==> config.mk <==
export PLATFORM = sky130hd
export DESIGN_NAME = dwfs_ctrl
export DESIGN_NICKNAME = d
export VERILOG_FILES = /design/src/sv/dwfs_pkg.sv /design/src/sv/dwfs_ctrl.sv
export SDC_FILE = /design/constraint.sdc
export NUM_CORES = 1
export LEC_CHECK = 0
export BUFFER_PORTS_ARGS = -buffer_cell sky130_fd_sc_hd__buf_2
export CAP_MARGIN = 20
export CELL_PAD_IN_SITES_DETAIL_PLACEMENT = 0
export CELL_PAD_IN_SITES_GLOBAL_PLACEMENT = 1
export CORE_MARGIN = 2
export CORE_UTILIZATION = 23
export DETAILED_ROUTE_END_ITERATION = 7
export PLACE_DENSITY_LB_ADDON = 0.1
export REMOVE_ABC_BUFFERS = 1
export SLEW_MARGIN = 0
export SYNTH_ARGS = -nofsm -noshare
export SYNTH_HDL_FRONTEND = slang
export SYNTH_SLANG_ARGS = --single-unit
==> constraint.sdc <==
create_clock -name clk -period 1.24 [get_ports clk]
set_clock_uncertainty 0.05 [all_clocks]
set_input_delay 0.062 -clock clk [delete_from_list [all_inputs] [get_ports clk]]
set_output_delay 0.062 -clock clk [all_outputs]
set_load 0.05 [all_outputs]
==> src/sv/dwfs_pkg.sv <==
// shared types, codes and constants for the dirty window framebuffer scanout unit
package dwfs_pkg;

  localparam int DEFAULT_MAX_WIDTH  = 320;
  localparam int DEFAULT_MAX_HEIGHT = 320;

  localparam int COORD_W    = 9;
  localparam int CFG_IDX_W  = 3;
  localparam int CFG_DATA_W = 9;
  localparam int BCNT_W     = 4;

  localparam logic [CFG_IDX_W-1:0] REG_FRAME_WIDTH   = 3'd0;
  localparam logic [CFG_IDX_W-1:0] REG_FRAME_HEIGHT  = 3'd1;
  localparam logic [CFG_IDX_W-1:0] REG_COLUMN_OFFSET = 3'd2;
  localparam logic [CFG_IDX_W-1:0] REG_ROW_OFFSET    = 3'd3;
  localparam logic [CFG_IDX_W-1:0] REG_EIGHTEEN_BIT  = 3'd4;

  localparam logic [8:0] RST_FRAME_WIDTH  = 9'd240;
  localparam logic [8:0] RST_FRAME_HEIGHT = 9'd320;
  localparam logic [8:0] EMPTY_MIN        = 9'd511;

  localparam logic [7:0] CMD_CASET = 8'h2A;
  localparam logic [7:0] CMD_PASET = 8'h2B;
  localparam logic [7:0] CMD_RAMWR = 8'h2C;

  // header byte positions
  localparam logic [BCNT_W-1:0] HB_CASET   = 4'd0;
  localparam logic [BCNT_W-1:0] HB_CS_HI   = 4'd1;
  localparam logic [BCNT_W-1:0] HB_CS_LO   = 4'd2;
  localparam logic [BCNT_W-1:0] HB_CE_HI   = 4'd3;
  localparam logic [BCNT_W-1:0] HB_CE_LO   = 4'd4;
  localparam logic [BCNT_W-1:0] HB_PASET   = 4'd5;
  localparam logic [BCNT_W-1:0] HB_RS_HI   = 4'd6;
  localparam logic [BCNT_W-1:0] HB_RS_LO   = 4'd7;
  localparam logic [BCNT_W-1:0] HB_RE_HI   = 4'd8;
  localparam logic [BCNT_W-1:0] HB_RE_LO   = 4'd9;
  localparam logic [BCNT_W-1:0] HB_RAMWR   = 4'd10;

  // pixel byte positions
  localparam logic [BCNT_W-1:0] PB_FIRST   = 4'd0;
  localparam logic [BCNT_W-1:0] PB_SECOND  = 4'd1;
  localparam logic [BCNT_W-1:0] PB_THIRD   = 4'd2;

  typedef enum logic [1:0] {
    OP_DRAW  = 2'd0,
    OP_FLUSH = 2'd1,
    OP_PIXEL = 2'd2,
    OP_NONE  = 2'd3
  } op_t;

  typedef enum logic [2:0] {
    ST_CLEAR,
    ST_IDLE,
    ST_CALC,
    ST_READ,
    ST_WRITE,
    ST_HDR,
    ST_PIX
  } state_t;

  typedef struct packed {
    logic clr_step;
    logic latch;
    logic calc;
    logic rd;
    logic wr_draw;
    logic flush_start;
    logic byte_adv;
    logic scan_adv;
  } dwfs_cmd_t;

  typedef struct packed {
    logic clr_last;
    logic draw_ok;
    logic trk_empty;
    logic scan_act;
    logic byte_last;
    op_t  op;
  } dwfs_stat_t;

endpackage

==> src/sv/dwfs_ctrl.sv <==
// controller state machine sequencing clear, draw, flush and pixel scan-out
module dwfs_ctrl (
  input  logic                clk,
  input  logic                rst_n,
  input  logic                in_tvalid,
  output logic                in_tready,
  output logic                out_tvalid,
  input  logic                out_tready,
  input  dwfs_pkg::dwfs_stat_t stat,
  output dwfs_pkg::dwfs_cmd_t  cmd
);

  dwfs_pkg::state_t state_r, state_nxt;

  always_ff @(posedge clk) begin
    if (!rst_n) begin
      state_r <= dwfs_pkg::ST_CLEAR;
    end else begin
      state_r <= state_nxt;
    end
  end

  always_comb begin
    state_nxt = state_r;
    case (state_r)
      dwfs_pkg::ST_CLEAR: begin
        if (stat.clr_last) state_nxt = dwfs_pkg::ST_IDLE;
      end
      dwfs_pkg::ST_IDLE: begin
        if (in_tvalid) state_nxt = dwfs_pkg::ST_CALC;
      end
      dwfs_pkg::ST_CALC: begin
        case (stat.op)
          dwfs_pkg::OP_DRAW:
            state_nxt = stat.draw_ok ? dwfs_pkg::ST_READ : dwfs_pkg::ST_IDLE;
          dwfs_pkg::OP_FLUSH:
            state_nxt = stat.trk_empty ? dwfs_pkg::ST_IDLE : dwfs_pkg::ST_HDR;
          dwfs_pkg::OP_PIXEL:
            state_nxt = stat.scan_act ? dwfs_pkg::ST_READ : dwfs_pkg::ST_IDLE;
          default:
            state_nxt = dwfs_pkg::ST_IDLE;
        endcase
      end
      dwfs_pkg::ST_READ: begin
        state_nxt = (stat.op == dwfs_pkg::OP_DRAW) ? dwfs_pkg::ST_WRITE : dwfs_pkg::ST_PIX;
      end
      dwfs_pkg::ST_WRITE: begin
        state_nxt = dwfs_pkg::ST_IDLE;
      end
      dwfs_pkg::ST_HDR, dwfs_pkg::ST_PIX: begin
        if (out_tready && stat.byte_last) state_nxt = dwfs_pkg::ST_IDLE;
      end
      default: begin
        state_nxt = dwfs_pkg::ST_IDLE;
      end
    endcase
  end

  always_comb begin
    in_tready       = (state_r == dwfs_pkg::ST_IDLE);
    out_tvalid      = (state_r == dwfs_pkg::ST_HDR) || (state_r == dwfs_pkg::ST_PIX);
    cmd             = '0;
    cmd.clr_step    = (state_r == dwfs_pkg::ST_CLEAR);
    cmd.latch       = (state_r == dwfs_pkg::ST_IDLE) && in_tvalid;
    cmd.calc        = (state_r == dwfs_pkg::ST_CALC);
    cmd.rd          = (state_r == dwfs_pkg::ST_READ);
    cmd.wr_draw     = (state_r == dwfs_pkg::ST_WRITE);
    cmd.flush_start = (state_r == dwfs_pkg::ST_CALC) && (stat.op == dwfs_pkg::OP_FLUSH)
                      && !stat.trk_empty;
    cmd.byte_adv    = out_tvalid && out_tready;
    cmd.scan_adv    = (state_r == dwfs_pkg::ST_PIX) && out_tready && stat.byte_last;
  end

endmodule

==> results.ini <==
[status]
status=finished with violations
violations=negative setup slack

[layout]
design_area_um2=629
seqCellArea_um2=71.3
multiInputGateArea_um2=270
n_fill_cell=154
largest_register_ffs=3
diodes=0
instances_no_fill=83
syn_to_final_growth_pct=94.2
reg_top3=state_r: 3 flops
nets=80
regMostFlops=state_r
drive_gt1_frac=0.676

[cts]
cts_root_buffer=clkbuf_4
cts_inserted_buffers=3
clock_latency_ps=240
cts.htree.levels=1
clk_pin_slew_ps=40
cts_sinks=3
cts_tree=built
cts_max_path_buffers=2

[yosys]
synth_edf_count=0
synth_area_leaders=dfxtp_1 (19%), nor3b_2 (7.7%), nor4b_4 (7.3%)
synth.most_common_cell=inv_1
netlist_area_um2=324
yosysWarnings=0
synth_cells=39
async_reset_ff_frac=0
yosysSeqAreaShare=0.185
synth_cell_types=28
synth_seq_cells=3
synth_top_area_frac=0.185
yosys.area.top_type=dfxtp_1
netlist_top_cells_count=inv_1 (4), dfxtp_1 (3)
syn_avg_cell_area_um2=8.31
synthFlopType=dfxtp_1

[timing]
finalHoldViolations=0
maxSlewHeadroom=0.821
rsz0062_at_grt=true
whs_ps=28.5
slew_viol_final=0
timing.setup.tns_ps=-476
fin_crit_ps=1350
worst_slew_pin_slew_ps=264
period_share=1.09
setup_viol=7
max_freq_ghz=0.739
fin_ws_ps=-114

[placement]
port_buffers=20
hpwl_um=701
dp.cells=77
place_congestion=0.716
placed_cell_area_um2=462

[setup_path]
path_class=reg -> out
worstSetupEndpointType=output port
rrSetupSlack_ps=10
regToRegStartpoint=state_r[2]
regToRegEndpoint=state_r[2]
cp.required_ps=1130
worstRegToRegCells=5
cp_max_fo=5
cp.arrival_ps=1240
cp-start-kind=register

[min_path]
hold_end=state_r[0]
hold-path-cell-count=2
min-delay-start=rst_n
min_path_type=in -> reg

[routing]
finalWirelength_um=947
vias=397
viasPerCell=4.78
drtAntennaViolNets=0
drc=0
wl_per_cell_um=11.4
drt_iter0_markers=1
dr.pass1.iters=3

[power]
p_leak_nw=0.286
p_sw_w=0.000215
switching_share=0.382
combPwrFrac=0.479
p_int_w=0.000348
vdd_drop_max_v=0.000422
clock_power_share=0.308
power_density_mw_per_mm2=895
power_w=0.000564
power_frac_seq=0.213

[job]
cap_violations=0

[floorplanning]
die_y_um=41.5
rows=13
die_w_um=41.5
design.die.area_mm2=0.00173
ios=21
placeableCoreArea_mm2=0.00130
start_util=0.249

[global_routing]
antenna_found_initial=0
grt_usage=0.116
overflow=0
grt_start_max_net_pins=7
grt_pass1_wl_mm=1.52
first_global_vias=366

[power by group through the flow]
stage	combinational [W]	clock (W)	sequential (W)
final	0.000270	0.000173	0.000120
after global routing	0.000286	0.000193	0.000121
after CTS	0.000255	0.000181	0.000119
after detailed placement	0.000201	0	0.000121
after global placement	0.000204	0	0.000120
after floorplan	0.000127	0	0.000125
[critical path, stage by stage (launching register included)]
cell and delay, ps:
dfxtp_4 360, nor3b_4 200, nor4b_4 250, buf_6 200
[layer usage]
metal,up-vias,GRT usage,routed length [um]
met2,16,0.178,427
met5,-,0,0
met1,181,0.134,438
li1,198,-,-
met4,0,0.0968,21
met3,2,0.0261,60
[cell families after synthesis]
kind of cell,Yosys count,share of synthesized area
buffers and inverters,7,0.127
flip-flops,3,0.185
AO/OA/AOI/OAI,8,0.193
multiplexers,1,0.0309
AND/OR/NAND/NOR,19,0.436
XOR/XNOR,1,0.0270
[stage by stage]
step	util	worst slack [ps]
global route	0.484	-182
detailed placement	0.355	-54.6
finish	0.484	-114
floorplan	-	-1040
CTS	0.460	-133
global placement	0.355	-47.3
[area by class of cell]
cell class	instances	area share
Clock buffer	4	0.0417
Sequential cell	3	0.113
Timing Repair Buffer	28	0.362
Tap cell	15	0.0298
Multi-Input combinational cell	29	0.429
Inverter	4	0.0239
[worst max-delay path by stage]
stage	start	slack (ps)	to	cells past startpoint
2_1_floorplan	state_r[1]	-1040	state_r[2]	4
3_3_place_gp	state_r[0]	-50	state_r[1]	4
3_5_place_dp	state_r[0]	-50	state_r[1]	4
4_1_cts	state_r[1]	-130	cmd[2]	3
5_1_grt	state_r[1]	-180	cmd[2]	3
6_report	state_r[2]	-110	cmd[2]	3
[cells in the final DEF (no fill, tap or decap), drive strengths merged, types with 2 or more instances in the layout]
master	n
and2	2
nor4b	2
clkbuf	4
nor3	2
nor2	2
inv	4
and3	3
nor3b	2
dfxtp	3
buf	28
nand2	2
[repair_timing]
item / in CTS / in global routing
resized for setup: 29 / 8
buffers inserted: 2 / 0
hold buffers: 0 / 0
hold endpoints to repair: 0 / 0
pin swaps: 4 / 3
setup endpoints to repair: 13 / 12
(Power assumes the default switching activity.)
